===== src/design/sbgs_pkg.sv =====
package sbgs_pkg;

  localparam int IN_DATA_W  = 56;
  localparam int OUT_DATA_W = 48;
  localparam int CFG_IDX_W  = 3;
  localparam int CFG_DATA_W = 16;
  localparam int DIV_STEPS  = 8;
  localparam int DIV_CNT_W  = $clog2(DIV_STEPS);

  typedef enum logic [1:0] {
    OP_TICK    = 2'd0,
    OP_PRESS   = 2'd1,
    OP_RELEASE = 2'd2,
    OP_MOTION  = 2'd3
  } sbgs_op_t;

  localparam logic [1:0] TAP_NONE   = 2'd0;
  localparam logic [1:0] TAP_LEFT   = 2'd1;
  localparam logic [1:0] TAP_RIGHT  = 2'd2;
  localparam logic [1:0] TAP_MIDDLE = 2'd3;

  localparam logic [1:0] CLICKS_NONE   = 2'd0;
  localparam logic [1:0] CLICKS_SINGLE = 2'd1;
  localparam logic [1:0] CLICKS_DOUBLE = 2'd2;

  localparam logic [CFG_IDX_W-1:0] REG_RIGHT_HOLD   = 3'd0;
  localparam logic [CFG_IDX_W-1:0] REG_MIDDLE_HOLD  = 3'd1;
  localparam logic [CFG_IDX_W-1:0] REG_SCROLL_ARM   = 3'd2;
  localparam logic [CFG_IDX_W-1:0] REG_DOUBLE_CLICK = 3'd3;
  localparam logic [CFG_IDX_W-1:0] REG_DRAG_ARM     = 3'd4;
  localparam logic [CFG_IDX_W-1:0] REG_DRAG_MIN     = 3'd5;
  localparam logic [CFG_IDX_W-1:0] REG_SCROLL_MIN   = 3'd6;
  localparam logic [CFG_IDX_W-1:0] REG_SCROLL_DIV   = 3'd7;

  localparam logic [6:0] MIN_DIVISOR = 7'd2;

  // controller -> datapath
  typedef struct packed {
    logic load;
    logic eval;
    logic div_init;
    logic div_step;
    logic emit;
  } sbgs_cmd_t;

  // datapath -> controller
  typedef struct packed {
    logic need_div;
    logic out_busy;
  } sbgs_sts_t;

endpackage


===== src/design/sbgs_div.sv =====
module sbgs_div (
  input  logic              clk,
  input  logic              init,
  input  logic              step,
  input  logic signed [8:0] dividend,
  input  logic        [6:0] divisor,
  output logic signed [7:0] quot,
  output logic signed [8:0] rem
);
  import sbgs_pkg::*;

  logic [6:0] dvs;
  logic [6:0] part;
  logic [7:0] q;
  logic       neg;
  logic [7:0] trial;
  logic [7:0] diff;
  logic       fits;
  logic [7:0] mag_in;
  logic [8:0] neg_in;

  assign neg_in = 9'(~dividend + 9'sd1);
  assign mag_in = dividend[8] ? neg_in[7:0] : dividend[7:0];

  // restoring step, one quotient bit per cycle while step is high, magnitude only
  assign trial = {part, q[7]};
  assign diff  = trial - {1'b0, dvs};
  assign fits  = trial >= {1'b0, dvs};

  always_ff @(posedge clk) begin
    if (init) begin
      part <= '0;
      q    <= mag_in;
      neg  <= dividend[8];
      dvs  <= divisor;
    end else if (step) begin
      part <= fits ? diff[6:0] : trial[6:0];
      q    <= {q[6:0], fits};
    end
  end

  // truncation toward zero: remainder takes the dividend's sign
  assign quot = neg ? 8'(~q + 8'd1) : q;
  assign rem  = neg ? 9'(~{2'b00, part} + 9'd1) : {2'b00, part};

endmodule


===== src/design/sbgs_ctrl.sv =====
module sbgs_ctrl (
  input  logic                clk,
  input  logic                rst,
  input  logic                s_tvalid,
  output logic                s_tready,
  input  sbgs_pkg::sbgs_sts_t sts,
  output sbgs_pkg::sbgs_cmd_t cmd
);
  import sbgs_pkg::*;

  typedef enum logic [3:0] {
    S_IDLE = 4'b0001,
    S_EVAL = 4'b0010,
    S_DIV  = 4'b0100,
    S_FIN  = 4'b1000
  } state_t;

  state_t               state, state_next;
  logic [DIV_CNT_W-1:0] cnt, cnt_next;

  always_comb begin
    state_next = state;
    cnt_next   = cnt;
    cmd        = '0;
    s_tready   = 1'b0;
    case (state)
      S_IDLE: begin
        s_tready = 1'b1;
        cmd.load = s_tvalid;
        if (s_tvalid) state_next = S_EVAL;
      end
      S_EVAL: begin
        cmd.eval     = 1'b1;
        cmd.div_init = 1'b1;
        cnt_next     = '0;
        state_next   = sts.need_div ? S_DIV : S_FIN;
      end
      S_DIV: begin
        cmd.div_step = 1'b1;
        cnt_next     = DIV_CNT_W'(cnt + 1'b1);
        if (cnt == DIV_CNT_W'(DIV_STEPS - 1)) state_next = S_FIN;
      end
      S_FIN: begin
        if (!sts.out_busy) begin
          cmd.emit   = 1'b1;
          state_next = S_IDLE;
        end
      end
      default: state_next = S_IDLE;
    endcase
  end

  always_ff @(posedge clk) begin
    if (rst) begin
      state <= S_IDLE;
      cnt   <= '0;
    end else begin
      state <= state_next;
      cnt   <= cnt_next;
    end
  end

`ifndef SYNTHESIS
  a_div_len: assert property (@(posedge clk) disable iff (rst)
    (state == S_DIV && cnt != DIV_CNT_W'(DIV_STEPS - 1)) |=> state == S_DIV)
    else $error("divider left early");
  a_eval_after_load: assert property (@(posedge clk) disable iff (rst)
    cmd.load |=> state == S_EVAL)
    else $error("accepted word not evaluated");
`endif

endmodule


===== src/design/sbgs_dpath.sv =====
module sbgs_dpath (
  input  logic                                 clk,
  input  logic                                 rst,
  input  logic                                 wr_en,
  input  logic [sbgs_pkg::CFG_IDX_W-1:0]       wr_index,
  input  logic [sbgs_pkg::CFG_DATA_W-1:0]      wr_data,
  input  logic [1:0]                           s_tuser,
  input  logic [sbgs_pkg::IN_DATA_W-1:0]       s_tdata,
  output logic                                 m_tvalid,
  input  logic                                 m_tready,
  output logic [sbgs_pkg::OUT_DATA_W-1:0]      m_tdata,
  input  sbgs_pkg::sbgs_cmd_t                  cmd,
  output sbgs_pkg::sbgs_sts_t                  sts
);
  import sbgs_pkg::*;

  // configuration
  logic [15:0] right_hold_ms, middle_hold_ms, scroll_arm_ms, double_click_ms, drag_arm_ms;
  logic [7:0]  drag_move_min, scroll_move_min;
  logic [6:0]  scroll_divisor;

  always_ff @(posedge clk) begin
    if (rst) begin
      right_hold_ms   <= 16'd400;
      middle_hold_ms  <= 16'd250;
      scroll_arm_ms   <= 16'd120;
      double_click_ms <= 16'd250;
      drag_arm_ms     <= 16'd70;
      drag_move_min   <= 8'd2;
      scroll_move_min <= 8'd3;
      scroll_divisor  <= 7'd17;
    end else if (wr_en) begin
      case (wr_index)
        REG_RIGHT_HOLD:   right_hold_ms   <= wr_data;
        REG_MIDDLE_HOLD:  middle_hold_ms  <= wr_data;
        REG_SCROLL_ARM:   scroll_arm_ms   <= wr_data;
        REG_DOUBLE_CLICK: double_click_ms <= wr_data;
        REG_DRAG_ARM:     drag_arm_ms     <= wr_data;
        REG_DRAG_MIN:     drag_move_min   <= wr_data[7:0];
        REG_SCROLL_MIN:   scroll_move_min <= wr_data[7:0];
        REG_SCROLL_DIV:   scroll_divisor  <= wr_data[6:0];
        default: ;
      endcase
    end
  end

  // captured word
  sbgs_op_t          in_op;
  logic [15:0]       in_now;
  logic signed [7:0] in_dx, in_dy, in_wh, in_wv;
  logic [7:0]        in_btn;

  always_ff @(posedge clk) begin
    if (cmd.load) begin
      in_op  <= sbgs_op_t'(s_tuser);
      in_now <= s_tdata[15:0];
      in_dx  <= s_tdata[23:16];
      in_dy  <= s_tdata[31:24];
      in_btn <= s_tdata[39:32];
      in_wh  <= s_tdata[47:40];
      in_wv  <= s_tdata[55:48];
    end
  end

  // gesture state
  logic              button_down, hold_sent, gesture_triggered, drag_active, scroll_active;
  logic [1:0]        click_tally, press_clicks;
  logic [15:0]       press_stamp, release_stamp;
  logic signed [8:0] accum_h, accum_v;

  logic              button_down_next, hold_sent_next, gesture_triggered_next;
  logic              drag_active_next, scroll_active_next;
  logic [1:0]        click_tally_next, press_clicks_next;
  logic [15:0]       press_stamp_next, release_stamp_next;
  logic              accum_clear;

  logic [1:0]        tap;
  logic signed [7:0] ox, oy, oh, ov;
  logic [7:0]        ob;
  logic              need_div;
  logic signed [8:0] sum_h, sum_v;

  logic [15:0] held, since_rel;
  logic [7:0]  ax, ay;
  logic        mv_drag, mv_scroll, enter_scroll;

  assign held      = in_now - press_stamp;
  assign since_rel = in_now - release_stamp;
  assign ax        = in_dx[7] ? 8'(~in_dx + 8'd1) : in_dx;
  assign ay        = in_dy[7] ? 8'(~in_dy + 8'd1) : in_dy;
  assign mv_drag   = (ax >= drag_move_min) || (ay >= drag_move_min);
  assign mv_scroll = (ax >= scroll_move_min) || (ay >= scroll_move_min);

  always_comb begin
    button_down_next       = button_down;
    hold_sent_next         = hold_sent;
    gesture_triggered_next = gesture_triggered;
    drag_active_next       = drag_active;
    scroll_active_next     = scroll_active;
    click_tally_next       = click_tally;
    press_clicks_next      = press_clicks;
    press_stamp_next       = press_stamp;
    release_stamp_next     = release_stamp;
    accum_clear            = 1'b0;
    enter_scroll           = 1'b0;
    tap = TAP_NONE;
    ox  = '0;
    oy  = '0;
    oh  = '0;
    ov  = '0;
    ob  = '0;
    case (in_op)
      OP_TICK: begin
        if (button_down && !scroll_active && !hold_sent && !gesture_triggered) begin
          if (press_clicks == CLICKS_SINGLE && held >= right_hold_ms) begin
            tap               = TAP_RIGHT;
            hold_sent_next    = 1'b1;
            click_tally_next  = CLICKS_NONE;
            press_clicks_next = CLICKS_NONE;
          end else if (press_clicks == CLICKS_DOUBLE && held >= middle_hold_ms) begin
            tap               = TAP_MIDDLE;
            hold_sent_next    = 1'b1;
            click_tally_next  = CLICKS_NONE;
            press_clicks_next = CLICKS_NONE;
          end
        end
      end
      OP_PRESS: begin
        button_down_next       = 1'b1;
        hold_sent_next         = 1'b0;
        gesture_triggered_next = 1'b0;
        drag_active_next       = 1'b0;
        if (since_rel < double_click_ms && click_tally == CLICKS_SINGLE)
          click_tally_next = CLICKS_DOUBLE;
        else
          click_tally_next = CLICKS_SINGLE;
        press_clicks_next = click_tally_next;
        press_stamp_next  = in_now;
      end
      OP_RELEASE: begin
        button_down_next   = 1'b0;
        release_stamp_next = in_now;
        if (scroll_active) begin
          scroll_active_next = 1'b0;
          click_tally_next   = CLICKS_NONE;
          press_clicks_next  = CLICKS_NONE;
          accum_clear        = 1'b1;
        end else if (drag_active) begin
          drag_active_next  = 1'b0;
          click_tally_next  = CLICKS_NONE;
          press_clicks_next = CLICKS_NONE;
        end else if (hold_sent) begin
          press_clicks_next = CLICKS_NONE;
        end else if (press_clicks == CLICKS_DOUBLE) begin
          if (!gesture_triggered) tap = TAP_LEFT;
          click_tally_next  = CLICKS_NONE;
          press_clicks_next = CLICKS_NONE;
        end else begin
          tap = TAP_LEFT;
        end
      end
      OP_MOTION: begin
        if (button_down && !scroll_active && !gesture_triggered) begin
          if (press_clicks == CLICKS_DOUBLE) begin
            if (held >= scroll_arm_ms && mv_scroll) begin
              scroll_active_next     = 1'b1;
              gesture_triggered_next = 1'b1;
              click_tally_next       = CLICKS_NONE;
              press_clicks_next      = CLICKS_NONE;
              enter_scroll           = 1'b1;
            end
          end else if (press_clicks == CLICKS_SINGLE && !hold_sent) begin
            if (held >= drag_arm_ms && mv_drag) begin
              drag_active_next       = 1'b1;
              gesture_triggered_next = 1'b1;
            end
          end
        end
        ob = drag_active_next ? (in_btn | 8'h01) : (in_btn & 8'hFE);
        if (!scroll_active_next) begin
          ox = in_dx;
          oy = in_dy;
          oh = in_wh;
          ov = in_wv;
        end
      end
      default: ;
    endcase
  end

  assign need_div = (in_op == OP_MOTION) && scroll_active_next;
  // vertical axis inverted
  assign sum_h = (enter_scroll ? 9'sd0 : accum_h) + 9'(in_dx);
  assign sum_v = (enter_scroll ? 9'sd0 : accum_v) - 9'(in_dy);

  logic [6:0]        div_eff;
  logic signed [7:0] quot_h, quot_v;
  logic signed [8:0] rem_h, rem_v;

  assign div_eff = (scroll_divisor < MIN_DIVISOR) ? MIN_DIVISOR : scroll_divisor;

  sbgs_div u_div_h (
    .clk      (clk),
    .init     (cmd.div_init),
    .step     (cmd.div_step),
    .dividend (sum_h),
    .divisor  (div_eff),
    .quot     (quot_h),
    .rem      (rem_h)
  );

  sbgs_div u_div_v (
    .clk      (clk),
    .init     (cmd.div_init),
    .step     (cmd.div_step),
    .dividend (sum_v),
    .divisor  (div_eff),
    .quot     (quot_v),
    .rem      (rem_v)
  );

  // result held between evaluation and hand-off
  logic [1:0]        res_tap;
  logic signed [7:0] res_x, res_y, res_h, res_v;
  logic [7:0]        res_b;
  logic              div_pending;

  always_ff @(posedge clk) begin
    if (cmd.eval) begin
      res_tap     <= tap;
      res_x       <= ox;
      res_y       <= oy;
      res_h       <= oh;
      res_v       <= ov;
      res_b       <= ob;
      div_pending <= need_div;
    end
  end

  always_ff @(posedge clk) begin
    if (rst) begin
      button_down       <= 1'b0;
      hold_sent         <= 1'b0;
      gesture_triggered <= 1'b0;
      drag_active       <= 1'b0;
      scroll_active     <= 1'b0;
      click_tally       <= CLICKS_NONE;
      press_clicks      <= CLICKS_NONE;
      press_stamp       <= '0;
      release_stamp     <= '0;
      accum_h           <= '0;
      accum_v           <= '0;
    end else begin
      if (cmd.eval) begin
        button_down       <= button_down_next;
        hold_sent         <= hold_sent_next;
        gesture_triggered <= gesture_triggered_next;
        drag_active       <= drag_active_next;
        scroll_active     <= scroll_active_next;
        click_tally       <= click_tally_next;
        press_clicks      <= press_clicks_next;
        press_stamp       <= press_stamp_next;
        release_stamp     <= release_stamp_next;
        if (accum_clear) begin
          accum_h <= '0;
          accum_v <= '0;
        end
      end
      // remainder kept for the next motion word
      if (cmd.emit && div_pending) begin
        accum_h <= rem_h;
        accum_v <= rem_v;
      end
    end
  end

  // output register
  logic signed [7:0] fin_h, fin_v;

  assign fin_h = div_pending ? quot_h : res_h;
  assign fin_v = div_pending ? quot_v : res_v;

  always_ff @(posedge clk) begin
    if (rst) begin
      m_tvalid <= 1'b0;
    end else if (cmd.emit) begin
      m_tvalid <= 1'b1;
    end else if (m_tready) begin
      m_tvalid <= 1'b0;
    end
  end

  always_ff @(posedge clk) begin
    if (cmd.emit) begin
      m_tdata <= {6'b0, res_b, fin_v, fin_h, res_y, res_x, res_tap};
    end
  end

  assign sts.need_div = need_div;
  assign sts.out_busy = m_tvalid && !m_tready;

`ifndef SYNTHESIS
  a_no_overwrite: assert property (@(posedge clk) disable iff (rst)
    cmd.emit |-> !(m_tvalid && !m_tready))
    else $error("output word overwritten while stalled");
  a_release_ends: assert property (@(posedge clk) disable iff (rst)
    (cmd.eval && in_op == OP_RELEASE) |=> (!scroll_active && !drag_active && !button_down))
    else $error("release left a gesture active");
  a_exclusive: assert property (@(posedge clk) disable iff (rst)
    !(scroll_active && drag_active))
    else $error("scroll and drag active together");
  a_clicks_range: assert property (@(posedge clk) disable iff (rst)
    click_tally != 2'd3 && press_clicks != 2'd3)
    else $error("click count out of range");
`endif

endmodule


===== src/design/smart_button_gesture_scroll.sv =====
// Single-button gesture engine.
//
// Input stream (s_*): one word per event. s_tuser carries the operation
// (tick, press, release, motion); s_tdata carries time stamp, motion,
// buttons and wheel. Output stream (m_*): exactly one word per input word,
// in order: tap code, x, y, horizontal and vertical scroll, buttons.
// Configuration: wr_en / wr_index / wr_data, one register per write,
// taken at any edge with wr_en high; write only while no word is in flight.
//
// Flow: a word is taken only in the idle state. Each word then passes
// through the evaluate state and the finish state, whose emit sets m_tvalid;
// motion in scroll mode also passes through the divide state, since both
// axes go through an 8-step restoring divider (one quotient bit per cycle).
// A word is taken only after the previous result has entered the output register.
// The result sits in an output register, so the next word is accepted and
// evaluated while a finished word waits; a stalled receiver holds back only
// the hand-off of the following result.
// Reset (rst, synchronous): gesture state idle, accumulators zero, all
// configuration registers at their defaults, no output word pending.
module smart_button_gesture_scroll (
  input  logic                                clk,
  input  logic                                rst,
  input  logic                                wr_en,
  input  logic [sbgs_pkg::CFG_IDX_W-1:0]      wr_index,
  input  logic [sbgs_pkg::CFG_DATA_W-1:0]     wr_data,
  input  logic                                s_tvalid,
  output logic                                s_tready,
  input  logic [1:0]                          s_tuser,  // operation
  // now_ms[15:0], dx[23:16], dy[31:24], buttons_in[39:32],
  // wheel_h_in[47:40], wheel_v_in[55:48]
  input  logic [sbgs_pkg::IN_DATA_W-1:0]      s_tdata,
  output logic                                m_tvalid,
  input  logic                                m_tready,
  // tap_button[1:0], out_x[9:2], out_y[17:10], out_h[25:18],
  // out_v[33:26], buttons_out[41:34], zero above
  output logic [sbgs_pkg::OUT_DATA_W-1:0]     m_tdata
);
  import sbgs_pkg::*;

  sbgs_cmd_t cmd;
  sbgs_sts_t sts;

  sbgs_ctrl u_ctrl (
    .clk      (clk),
    .rst      (rst),
    .s_tvalid (s_tvalid),
    .s_tready (s_tready),
    .sts      (sts),
    .cmd      (cmd)
  );

  sbgs_dpath u_dpath (
    .clk      (clk),
    .rst      (rst),
    .wr_en    (wr_en),
    .wr_index (wr_index),
    .wr_data  (wr_data),
    .s_tuser  (s_tuser),
    .s_tdata  (s_tdata),
    .m_tvalid (m_tvalid),
    .m_tready (m_tready),
    .m_tdata  (m_tdata),
    .cmd      (cmd),
    .sts      (sts)
  );

endmodule


===== config.mk =====
export PLATFORM = sky130hd
export DESIGN_NAME = smart_button_gesture_scroll
export DESIGN_NICKNAME = d
export VERILOG_FILES = /design/src/design/sbgs_pkg.sv /design/src/design/sbgs_div.sv /design/src/design/sbgs_ctrl.sv /design/src/design/sbgs_dpath.sv /design/src/design/smart_button_gesture_scroll.sv
export SDC_FILE = /design/constraint.sdc
export NUM_CORES = 1
export LEC_CHECK = 0
export BUFFER_PORTS_ARGS = -buffer_cell sky130_fd_sc_hd__clkbuf_2
export CAP_MARGIN = 25
export CORE_ASPECT_RATIO = 0.9
export CORE_UTILIZATION = 50
export DETAILED_ROUTE_END_ITERATION = 16
export GPL_ROUTABILITY_DRIVEN = 0
export GPL_TIMING_DRIVEN = 0
export PLACE_DENSITY = 0.68
export SLEW_MARGIN = 20
export SYNTH_ARGS = -nofsm -noshare
export SYNTH_HDL_FRONTEND = slang
export SYNTH_SLANG_ARGS = --single-unit

===== constraint.sdc =====
create_clock -name clk -period 14.4 [get_ports clk]
set_input_delay 0 -clock clk [delete_from_list [all_inputs] [get_ports clk]]
set_output_delay 0 -clock clk [all_outputs]
set_load 0.05 [all_outputs]

# Yosys cells after proc, flatten, opt, wreduce, memory -nomap -nowiden
# Cells that the tools add are included.
# word_totals
ff_bits	352
input_bits	82
output_inout_bits	50
word_cells	253
# op_classes
n_addsub	15
n_lt_le_gt_ge	12
eq_ne	33
n_mux	91
n_bitwise	9
reduce_logical	49
# ops
cell	n
$mux 8	12
$mux 9	8
$ge 16x16->1	4
$not 8->8	6
$mux 2	21
$mux 1	34
$add 8x1->8 const B	4
$ge 8x8->1	4
$sub 16x16->16	2
$reduce_and 2->1	12
$add 9x1->9 const B	2
$not 7->9	2
$add 8x2->8 const B	2
$ge 8x7->1	2
$lt 16x16->1	1
$mux 4	4
$pmux 2 s4	2
$pmux 4 s4	1
$reduce_bool 2->1	8
$eq 3x3->1 const B	5
$mux 7	2
$sub 7x7->7	2
$logic_and 1x1->1	13
$ne 2x1->1 const B	5
other kinds (34)	51

# Logic depth before layout (Yosys ltp)
# Gate-level depths: netlist (run 1).
# depth
ltp_word	16
depth_mapped	31
depth_no_buf	29

# Hierarchy
# Synthesis (run 1) repeated with hierarchy kept, for this count alone.
# hier_totals
hier_cells	2068
hier_area_um2	19842.8
# modules_own_cells
module	instances	cells_per_inst	area_each_um2	seq_area_each_um2
sbgs_dpath	1	1625	15698.8	7527.2
sbgs_div	2	197	1834.3	620.6
sbgs_ctrl	1	49	475.5	140.1

# Worst setup path before layout (run 1)
# No wires, ideal clock.
# synth_path
kind	reg-to-reg
start	reg u_dpath.in_now[0]
end	reg u_dpath.u_div_h.q[3] (data pin)
setup_time_ns	0.264
arrival_ns	5.658
required_time_ns	14.136
setup_slack_ns	8.478
stages_incl_launch_ff	31
n_path_buf	1
synth_period_minus_slack_ns	5.922
path_cell_list	edfxtp_1 inv_1 ha_1 fa_1 nor2b_1 o21ai_0 a21boi_0 o211ai_1 a31oi_1 a21o_1 a21oi_1 xnor2_1 ha_1 nand2_1 nor2_1 nand2_1 o21ai_1 and2_1 nand2_1 clkbuf_1 and2_1 ha_1 fa_1 a21oi_1 o211ai_1 nor3_1 o21bai_2 xor2_2 xnor2_4 mux2i_1 nand3_1
# synth_between
elab_chain_len	13
# synth_rtl
element	line_no	text
from (decl)	sbgs_dpath.sv:49	logic [15:0] in_now;
from (signal assigned)	sbgs_dpath.sv:56	in_now <= s_tdata[15:0];
$sub 16x16->16 *	sbgs_dpath.sv:87	assign held = in_now - press_stamp;
$ge 16x16->1 *	sbgs_dpath.sv:165	if (held >= scroll_arm_ms && mv_scroll) begin
$logic_and 1x1->1 *	sbgs_dpath.sv:165	
$mux 1 *	sbgs_dpath.sv:165	
$mux 1 *	sbgs_dpath.sv:164	if (press_clicks == CLICKS_DOUBLE) begin
$mux 1 *	sbgs_dpath.sv:163	if (button_down && !scroll_active && !gesture_triggered) begin
$mux 1 *	sbgs_dpath.sv:112	case (in_op)
$mux 9 *	sbgs_dpath.sv:193	assign sum_h = (enter_scroll ? 9'sd0 : accum_h) + 9'(in_dx);
$add 9x8->9 *	sbgs_dpath.sv:193	
$not 8->8	sbgs_div.sv:22	assign neg_in = 9'(~dividend + 9'sd1);
$add 8x2->8	sbgs_div.sv:22	
$mux 8 *	sbgs_div.sv:23	assign mag_in = dividend[8] ? neg_in[7:0] : dividend[7:0];
$mux 8 *	sbgs_div.sv:31	if (init) begin
to (signal assigned)	sbgs_div.sv:33	q <= mag_in;
to (signal assigned)	sbgs_div.sv:38	q <= {q[6:0], fits};
to (decl)	sbgs_div.sv:14	logic [7:0] q;
# Every way passes the cells marked *; elsewhere a longest branch is shown, timed or not.
# A chain may end at the register's enable or synchronous reset.

# Worst setup path after layout (run 1)
# layout_path
start	reg u_dpath.in_now[0]
end	reg u_dpath.u_div_h.q[1] (data pin)
# The elaborated chain is that of the path after synthesis.

==> results.py, run 1 <==
metrics = {
    "routing": {
        "vias": 15100,
        "wire_per_inst_um": 17.4,
        "vias_per_cell": 5.43,
        "drc": 0,
        "dr.pass1.iters": 6,
        "final_antenna_net_count": 0,
        "first_iter_violations": 995,
        "wirelength_um": 48300,
    },
    "timing": {
        "drv_slew": 0,
        "fin_skew_ps": 18.1,
        "rsz0062_at_grt": "no",
        "hold_viol": 0,
        "finalCritPeriodShare_pct": 52.1,
        "relSlewSlack_pct": 37.8,
        "period_minus_slack_ps": 7510,
        "tightest_slew_ps": 933,
        "finalSetupViolations": 0,
        "timing.fmax_mhz": 133,
        "tns_ps": 0,
    },
    "setup_path": {
        "arrival_ps": 7780,
        "slowest_delay_ps": 460,
        "cp_slowest_cell": "xnor2_1",
        "required_ps": 14670,
        "start_kind": "flip-flop",
        "worst-setup-path-type": "flip-flop to flip-flop",
        "path_buf_inv": 2,
        "cp_top_family": "compound AO/OA/AOI/OAI gates",
        "crit_path_end_kind": "flip-flop",
        "critical_path.max_fanout": 10,
    },
    "placement": {
        "dpl.cell_count": 2631,
        "portBuffers": 114,
        "hpwlAfterDp_um": 36500,
    },
    "synthesis": {
        "synthCells": 2025,
        "synth_top_cell_area_share_pct": 26.3,
        "avgSynthCellArea_um2": 9.42,
        "synth_area_um2": 19100,
        "synth-seq-area-share_pct": 45.6,
        "synthFlopType": "dfxtp_1",
        "synth.distinct_cells": 76,
        "yosys_warnings": 0,
        "synth_edf_count": 167,
        "synth_top_cell_by_area": "edfxtp_1",
        "asyncSetResetFlopFracSynth_pct": 0,
        "synthTopCellsByArea": "edfxtp_1, dfxtp_1, ha_1, nand2_1, a21oi_1",
        "ys_ff_latch": 351,
    },
    "power_and_ir_drop": {
        "leakage_nw": 8.86,
        "ir_drop_v": 0.0000783,
        "finalPower_mw": 2.53,
        "power.density_nw_per_um2": 112,
    },
    "clock_network": {
        "cts_tree": "yes",
        "root_buffer": "clkbuf_16",
        "clk_latency_ps": 540,
        "htreeDepth": 2,
        "cts_buffers": 39,
        "cts_setup_buffers": 0,
        "cts.clk_slew.worst_paths_ps": 60,
        "clock_path_buffers": 3,
        "cts.sinks": 351,
    },
    "finish": {
        "final_common_cell": "nand2_1",
        "final_nets": 2538,
        "layout_common_cells": "nand2_1, a21oi_1, ha_1, dfxtp_1, inv_1",
        "drive_gt1_share_pct": 10.0,
        "syn_to_final_growth_pct": 18.1,
        "instances_no_fill": 2779,
        "fillers": 3180,
    },
    "grt": {
        "grt_pass1_wl_um": 76900,
        "overflow": 0,
        "antenna_found_initial": 2,
        "grt_max_degree": 43,
        "grt_util_all_layers_pct": 24.9,
        "grt_pass1_vias": 14766,
    },
    "floorplanning": {
        "die_w_um": 208,
        "die_y_um": 187,
        "dieArea_um2": 38900,
        "core_um2": 37400,
        "start_util_pct": 51.0,
        "rows": 67,
        "io_pins": 132,
    },
    "flow_run": {
        "max_cap_violations": 0,
    },
    "hold_path": {
        "hold_class": "input pin to flip-flop",
    },
    "run_status": {
        "outcome": "complete, no violations",
    },
}
sequential cells by signal (all words and copies together) (netlist names), 16 cells and up:
name                     count
u_dpath.double_click_ms     16
u_dpath.in_now              16
u_dpath.drag_arm_ms         16
u_dpath.middle_hold_ms      16
u_dpath.m_tdata             42
u_dpath.release_stamp       16
u_dpath.scroll_arm_ms       16
u_dpath.press_stamp         16
u_dpath.right_hold_ms       16
Yosys cell counts (10+ instances only):
cell type	instances
a21oi_1	187
o21ai_0	57
o31ai_1	18
a211oi_1	10
edfxtp_1	167
a21o_1	23
nand4_1	12
or3_1	10
xnor2_1	58
nand3_1	22
a211o_1	21
and2_1	65
clkbuf_1	57
a22oi_1	21
ha_1	185
nand3b_1	12
o21a_1	17
xor2_1	22
nor2_1	137
o21ai_1	12
nand2b_1	28
mux2i_1	31
nand2_1	305
nor2b_1	21
inv_1	177
a31oi_1	12
dfxtp_1	184
nor3_1	32
per-layer routing:
layer  share of wire [%]  up-vias  global-route usage [%]
li1                    -     7493                       -
met1                  42     7183                    30.7
met2                  50      329                    43.9
met3                 4.4       95                    3.37
met4                 3.5        0                    9.77
met5                   0        -                       0
kinds of logic after synthesis:
family	count (synthesis)	synth area share [%]
and+or+nand+nor	681	16.5
AOI/OAI and AO/OA	428	14.1
DFF	351	45.6
buffers and inverters	255	5.22
adders and majority gates	191	12.8
xor gates and xnor gates	82	3.90
muxes	36	1.92
other	1	0.0197
final cells by class:
cell class	count	area, µm²	share of cell area (%)
tap	483	604	2.68
clock inverter	17	264	1.17
multi-input combinational	1424	9410	41.8
clock buffer	53	1100	4.89
sequential	351	8700	38.6
buffer	78	334	1.48
antenna	2	5.00	0.0222
timing repair buffer	194	1430	6.35
inverter	177	667	2.96
tightest hold or removal path: cells and delay by family:
family / cells / cell delay (ps)
buffers and inverters: 1 / 130
AND/OR/NAND/NOR: 3 / 400
stage by stage:
stage               hold WS, ps  instance area [µm²]  utilization, %  setup slack [ps]
floorplan                  98.9                19100               -              8480
global placement            178                20300            54.2              7090
detailed placement          179                20400            54.5              6950
CTS                        2.94                22500            60.2              6900
global route               74.3                22500            60.2              6390
finish                     18.2                22500            60.2              6890
power by group:
group          switching, mW  internal [mW]  leakage (nW)  total, mW
logic                  0.214          0.152          5.18      0.366
registers             0.0214           1.07          3.02       1.09
clock network          0.406          0.661         0.667       1.07
total                  0.642           1.89          8.86       2.53
worst paths after layout:
path	from	to	slack [ps]	cells after the start
worst max-delay path	u_dpath.in_now[0]$_DFFE_PP_	u_dpath.u_div_h.q[1]$_DFFE_PP_	6890	30
worst min-delay path	wr_en	u_dpath.scroll_divisor[4]$_SDFFE_PP1P_	20	4
worst max register to register	u_dpath.in_now[0]$_DFFE_PP_	u_dpath.u_div_h.q[1]$_DFFE_PP_	6890	30
worst min register to register	u_dpath.res_x[0]$_SDFFCE_PP0P_	u_dpath.m_tdata[2]$_DFFE_PP_	410	0
timing repair:
action | CTS | global route
gates resized for setup | 0 | 0
endpoints found under the hold margin | 163 | 0
setup endpoints to repair | 0 | 0
hold buffers | 75 | 0
Note: power is estimated with default switching activity, not from simulation.
==> run 2, diff against run 1 <==
--- a/config.mk
+++ b/config.mk
@@ -5,6 +5,7 @@
 export SDC_FILE = /design/constraint.sdc
 export NUM_CORES = 1
 export LEC_CHECK = 0
+export ABC_AREA = 1
 export BUFFER_PORTS_ARGS = -buffer_cell sky130_fd_sc_hd__clkbuf_2
 export CAP_MARGIN = 25
 export CORE_ASPECT_RATIO = 0.9
@@ -12,7 +13,7 @@
 export DETAILED_ROUTE_END_ITERATION = 16
 export GPL_ROUTABILITY_DRIVEN = 0
 export GPL_TIMING_DRIVEN = 0
-export PLACE_DENSITY = 0.68
+export PLACE_DENSITY = 0.71
 export SLEW_MARGIN = 20
 export SYNTH_ARGS = -nofsm -noshare
 export SYNTH_HDL_FRONTEND = slang
==> constraint.sdc (replaced) <==
create_clock -name clk -period 6.65 [get_ports clk]
set_input_delay 0 -clock clk [delete_from_list [all_inputs] [get_ports clk]]
set_output_delay 0 -clock clk [all_outputs]
set_load 0.05 [all_outputs]
==> results.py, run 2 <==
metrics = {
    "clock_network": {
        "htreeDepth": 2,
        "cts_resized": 0,
        "root_buffer": "clkbuf_16",
        "clock_path_buffers": 3,
        "clk_latency_ps": 580,
        "cts.sinks": 351,
        "cts_tree": "yes",
        "cts.clk_slew.worst_paths_ps": 60,
        "cts_buffers": 38,
    },
    "synthesis": {
        "synth-seq-area-share_pct": 44.9,
        "ys_ff_latch": 351,
        "synth_top_cell_area_share_pct": 25.9,
        "avgSynthCellArea_um2": 8.52,
        "synthFlopType": "dfxtp_1",
        "ys_top_cells_by_count": "nand2_1, inv_1, a21oi_1",
        "synthTopCellsByArea": "edfxtp_1, dfxtp_1, ha_1, nand2_1, inv_1",
        "synth_most_common_cell": "nand2_1",
        "synth.distinct_cells": 59,
        "synth_area_um2": 19400,
        "asyncSetResetFlopFracSynth_pct": 0,
        "synth_edf_count": 167,
        "synthCells": 2275,
        "synth_top_cell_by_area": "edfxtp_1",
        "yosys_warnings": 0,
    },
    "timing": {
        "rsz0062_at_grt": "no",
        "hold-worst-slack_ps": 70.3,
        "fin_skew_ps": 35.2,
        "tightest_slew_ps": 899,
        "relSlewSlack_pct": 39.6,
        "finalSetupViolations": 0,
        "hold_viol": 0,
        "timing.fmax_mhz": 164,
        "period_minus_slack_ps": 6090,
        "tns_ps": 0,
        "finalCritPeriodShare_pct": 91.6,
        "drv_slew": 0,
    },
    "finish": {
        "largest_register": "u_dpath.m_tdata",
        "drive_gt1_share_pct": 10.0,
        "layout_common_cells": "nand2_1, inv_1, a21oi_1, o21ai_0, ha_1",
        "n_antenna_cell": 0,
        "syn_to_final_growth_pct": 17.5,
        "final_common_cell": "nand2_1",
        "final_nets": 2803,
        "largest_register_ffs": 42,
    },
    "grt": {
        "grt_util_all_layers_pct": 24.8,
        "grt_pass1_vias": 15599,
        "overflow": 0,
        "grt_pass1_wl_um": 78100,
        "grt_max_degree": 62,
        "antenna_found_initial": 0,
    },
    "routing": {
        "final_antenna_net_count": 0,
        "first_iter_violations": 1299,
        "drc": 0,
        "vias_per_cell": 5.31,
        "dr.pass1.iters": 5,
        "wirelength_um": 48700,
        "vias": 16199,
        "wire_per_inst_um": 16.0,
    },
    "floorplanning": {
        "die_y_um": 189,
        "die_w_um": 210,
        "rows": 68,
        "start_util_pct": 50.7,
        "dieArea_um2": 39600,
        "io_pins": 132,
        "core_um2": 38300,
    },
    "setup_path": {
        "arrival_ps": 6400,
        "critical_path.max_fanout": 10,
        "critPathMostFrequentCell": "nand2_1",
        "worst-setup-path-type": "flip-flop to flip-flop",
        "start_kind": "flip-flop",
        "crit_path_end_kind": "flip-flop",
        "cp_slowest_cell": "fa_1",
        "required_ps": 6950,
        "slowest_delay_ps": 410,
    },
    "power_and_ir_drop": {
        "leakage_nw": 9.91,
        "finalPower_mw": 5.70,
        "ir_drop_v": 0.000204,
        "power.density_nw_per_um2": 250,
    },
    "placement": {
        "portBuffers": 123,
        "hpwlAfterDp_um": 36200,
    },
    "run_status": {
        "outcome": "complete, no violations",
    },
    "hold_path": {
        "hold_class": "input pin to flip-flop",
    },
    "flow_run": {
        "max_cap_violations": 0,
    },
}
-- run 2: changes by cell type after synthesis, moves of 28 or more --
| cell | before | now |
|---|---|---|
| a21oi_1 | 187 | 241 |
| and2_1 | 65 | 1 |
| inv_1 | 177 | 344 |
| mux2i_1 | 31 | 0 |
| nand2_1 | 305 | 380 |
| nand2b_1 | 28 | 0 |
| nand3_1 | 22 | 66 |
| nor2_1 | 137 | 165 |
| o21ai_0 | 57 | 192 |
| xnor2_1 | 58 | 19 |
| xor2_1 | 22 | 61 |
-- run 2: final timing paths --
| kind | end | from | cells after the start | slack (ps) |
|---|---|---|---|---|
| worst min register to register | u_dpath.m_tdata[35]$_DFFE_PP_ | u_dpath.res_b[1]$_SDFFCE_PN0P_ | 0 | 420 |
| worst max register to register | u_dpath.u_div_h.q[5]$_DFFE_PP_ | u_dpath.in_now[0]$_DFFE_PP_ | 38 | 560 |
| worst max-delay path | u_dpath.u_div_h.q[5]$_DFFE_PP_ | u_dpath.in_now[0]$_DFFE_PP_ | 38 | 560 |
| worst min-delay path | u_ctrl.state[2]$_SDFFE_PP0P_ | rst | 3 | 70 |
-- run 2: critical path: cells and delay by family, from the launching register on --
kind,cells,cell delay (ps)
AND/OR/NAND/NOR,22,2180
adder cells (fa/ha/maj),5,1580
buffers and inverters,6,820
XOR/XNOR,2,470
flip-flops,1,400
AO/OA/AOI/OAI,3,370
-- run 2: cell families after synthesis --
logic type | count (synthesis) | synth area share, %
DFF | 351 | 44.9
adders and majority gates | 191 | 12.6
xor gates and xnor gates | 82 | 3.78
AOI/OAI and AO/OA | 514 | 14.3
buffers and inverters | 422 | 8.47
other | 1 | 0.0193
and+or+nand+nor | 714 | 16.0
-- run 2: power by group --
group / internal (mW) / total, mW / switching, mW
Clock: 1.20 / 2.10 / 0.898
Sequential: 2.36 / 2.44 / 0.0782
Combinational: 0.432 / 1.15 / 0.722
Total: 4.00 / 5.70 / 1.70
-- run 2: per-stage QoR --
stage | util (%) | worst slack [ps] | instance area (µm²) | cells
2_1_floorplan | - | 1610 | 19400 | 2280
3_3_place_gp | 53.9 | 700 | 20600 | 2893
3_5_place_dp | 54.1 | 684 | 20700 | 2896
4_1_cts | 59.5 | 645 | 22800 | 3050
5_1_grt | 59.5 | 130 | 22800 | 3050
6_report | 59.5 | 557 | 22800 | 3050
-- run 2: timing repair --
action | in CTS | in global routing
buffers inserted | 0 | 0
endpoints found under the hold margin | 177 | 0
hold buffers | 84 | 0
-- run 2: final cells by class --
type	count	area (µm²)
sequential	351	8700
clock inverter	21	205
buffer	70	322
clock buffer	49	1010
fill	3322	15500
tap	490	613
timing repair buffer	210	1520
multi-input combinational	1507	9090
inverter	352	1320
-- run 2: metal layers --
metal | vias to the layer above | GRT usage (%) | wire length (µm)
li1 | 8096 | - | -
met1 | 7540 | 32.4 | 21900
met2 | 467 | 41.2 | 22400
met3 | 96 | 4.03 | 2870
met4 | 0 | 9.38 | 1600
met5 | - | 0 | 0
==> run 3, diff against run 2 <==
--- a/config.mk
+++ b/config.mk
@@ -5,7 +5,6 @@
 export SDC_FILE = /design/constraint.sdc
 export NUM_CORES = 1
 export LEC_CHECK = 0
-export ABC_AREA = 1
 export BUFFER_PORTS_ARGS = -buffer_cell sky130_fd_sc_hd__clkbuf_2
 export CAP_MARGIN = 25
 export CORE_ASPECT_RATIO = 0.9
==> results.py, run 3 (synthesized netlist as in run 1, its figures left out) <==
metrics = {
    "run_status": {
        "outcome": "complete, no violations",
    },
    "clock_network": {
        "clock_path_buffers": 3,
        "clk_latency_ps": 560,
        "cts_buffers": 39,
        "cts.sinks": 351,
        "cts.clk_slew.worst_paths_ps": 60,
        "cts_tree": "yes",
        "root_buffer": "clkbuf_16",
        "htreeDepth": 2,
    },
    "power_and_ir_drop": {
        "clkPwrFrac_pct": 40.6,
        "combPwrFrac_pct": 15.2,
        "seqPwrFrac_pct": 44.2,
        "ir_drop_v": 0.000206,
        "power.density_nw_per_um2": 237,
        "p_switching_mw": 1.42,
        "p_int_mw": 3.94,
        "leakage_nw": 8.89,
        "swShare_pct": 26.5,
    },
    "timing": {
        "finalCritPeriodShare_pct": 96.5,
        "hold_viol": 0,
        "timing.fmax_mhz": 156,
        "finalSetupViolations": 0,
        "period_minus_slack_ps": 6420,
        "rsz0062_at_grt": "yes",
        "relSlewSlack_pct": 29.8,
        "tns_ps": 0,
        "drv_slew": 0,
        "fin_skew_ps": 18.0,
        "tightest_slew_ps": 1040,
    },
    "floorplanning": {
        "die_y_um": 187,
        "rows": 67,
        "start_util_pct": 51.0,
        "die_w_um": 208,
        "dieArea_um2": 38900,
        "io_pins": 132,
        "core_um2": 37400,
    },
    "routing": {
        "vias_per_cell": 5.47,
        "vias": 15238,
        "final_antenna_net_count": 0,
        "first_iter_violations": 918,
        "wirelength_um": 49100,
        "wire_per_inst_um": 17.6,
        "dr.pass1.iters": 5,
        "drc": 0,
    },
    "finish": {
        "layout_common_cells": "nand2_1, ha_1, a21oi_1, dfxtp_1, inv_1",
        "n_antenna_cell": 0,
        "final_nets": 2545,
        "drive_gt1_share_pct": 10.9,
        "final_common_cell": "nand2_1",
        "largest_register": "u_dpath.m_tdata",
        "syn_to_final_growth_pct": 18.4,
        "final_util_pct": 60.4,
        "largest_register_ffs": 42,
    },
    "setup_path": {
        "cp_top_family": "compound AO/OA/AOI/OAI gates",
        "reg2regPathDepth": 31,
        "start_kind": "flip-flop",
        "slowest_delay_ps": 440,
        "critPathMostFrequentCell": "ha_1",
        "cp_slowest_cell": "fa_1",
        "worst-setup-path-type": "flip-flop to flip-flop",
        "critical_path_depth": 31,
        "r2r-end": "u_dpath.u_div_h.q[2]$_DFFE_PP_",
        "critPathCapture": "u_dpath.u_div_h.q[2]$_DFFE_PP_",
        "critical_path.max_fanout": 10,
        "arrival_ps": 6700,
        "path_buf_inv": 3,
        "ff2ff_setup_slack_ps": 230,
        "crit_path_end_kind": "flip-flop",
        "rr_startpoint": "u_dpath.in_now[0]$_DFFE_PP_",
        "required_ps": 6930,
        "cp-startpoint": "u_dpath.in_now[0]$_DFFE_PP_",
    },
    "grt": {
        "grt_util_all_layers_pct": 25.0,
        "met1_usage_pct": 30.0,
        "grt_pass1_vias": 14878,
        "gr-usage-met3_pct": 3.37,
        "grt_pass1_wl_um": 76800,
        "antenna_found_initial": 0,
        "grt_max_degree": 48,
        "globalRouteMet2Util_pct": 44.9,
        "grt-busiest-layer": "met2",
        "overflow": 0,
    },
    "flow_run": {
        "max_cap_violations": 0,
    },
    "hold_path": {
        "hold_class": "input pin to flip-flop",
    },
    "placement": {
        "hpwlAfterDp_um": 36300,
        "portBuffers": 114,
    },
}
run 3: how the worst min path moves through the flow:
stage                           start                                endpoint  slack (ps)  depth (start not counted)
final                             rst    u_dpath.press_clicks[0]$_SDFFE_PP0P_          60                          3
after global routing              rst    u_dpath.press_clicks[0]$_SDFFE_PP0P_          40                          3
after CTS                 wr_index[0]  u_dpath.scroll_divisor[1]$_SDFFE_PP0P_          20                          5
after detailed placement  s_tdata[34]             u_dpath.in_btn[2]$_DFFE_PP_         180                          1
after global placement     s_tdata[9]             u_dpath.in_now[9]$_DFFE_PP_         180                          1
after floorplan           s_tdata[33]             u_dpath.in_btn[1]$_DFFE_PP_         100                          0
run 3: power groups by stage:
| stage | Sequential [mW] | Combinational, mW | Clock (mW) |
|---|---|---|---|
| detailed placement | 2.42 | 0.747 | 0 |
| CTS | 2.37 | 0.801 | 2.21 |
| global route | 2.38 | 0.902 | 2.30 |
| global placement | 2.42 | 0.710 | 0 |
| floorplan | 2.40 | 0.534 | 0 |
| finish | 2.37 | 0.812 | 2.18 |
run 3: cell type report:
type | count | area [µm²]
buffer | 78 | 338
clock buffer | 59 | 1130
clock inverter | 13 | 160
fill | 3129 | 14800
inverter | 177 | 667
multi-input combinational | 1424 | 9510
sequential | 351 | 8700
tap | 483 | 604
timing repair buffer | 201 | 1470
run 3: through the flow:
| step | setup slack, ps | power [mW] | hold slack (ps) | area, µm² | instances |
|---|---|---|---|---|---|
| 6_report | 232 | 5.36 | 60.4 | 22600 | 2786 |
| 5_1_grt | -84.2 | 5.58 | 40.5 | 22600 | 2786 |
| 4_1_cts | 21.9 | 5.38 | 15.3 | 22500 | 2782 |
| 3_5_place_dp | -915 | 3.16 | 179 | 20300 | 2630 |
| 3_3_place_gp | -684 | 3.13 | 178 | 20300 | 2627 |
| 2_1_floorplan | 728 | 2.93 | 98.9 | 19100 | 2030 |
run 3: metal layers:
layer	routed length, µm	up-vias
li1	-	7494
met1	20400	7244
met2	24700	394
met3	2150	106
met4	1870	0
met5	0	-
run 3: what timing repair did:
action,in CTS,in global routing
endpoints found under the hold margin,174,0
gates cloned,0,0
gates resized for setup,12,14
setup buffers,3,3
pin swaps,4,6
setup endpoints to repair,16,15
hold buffers,77,0
run 3: worst min-delay path, cell delays in order:
cell      delay, ps
clkbuf_1        240
nand2b_1        230
mux2i_1         110
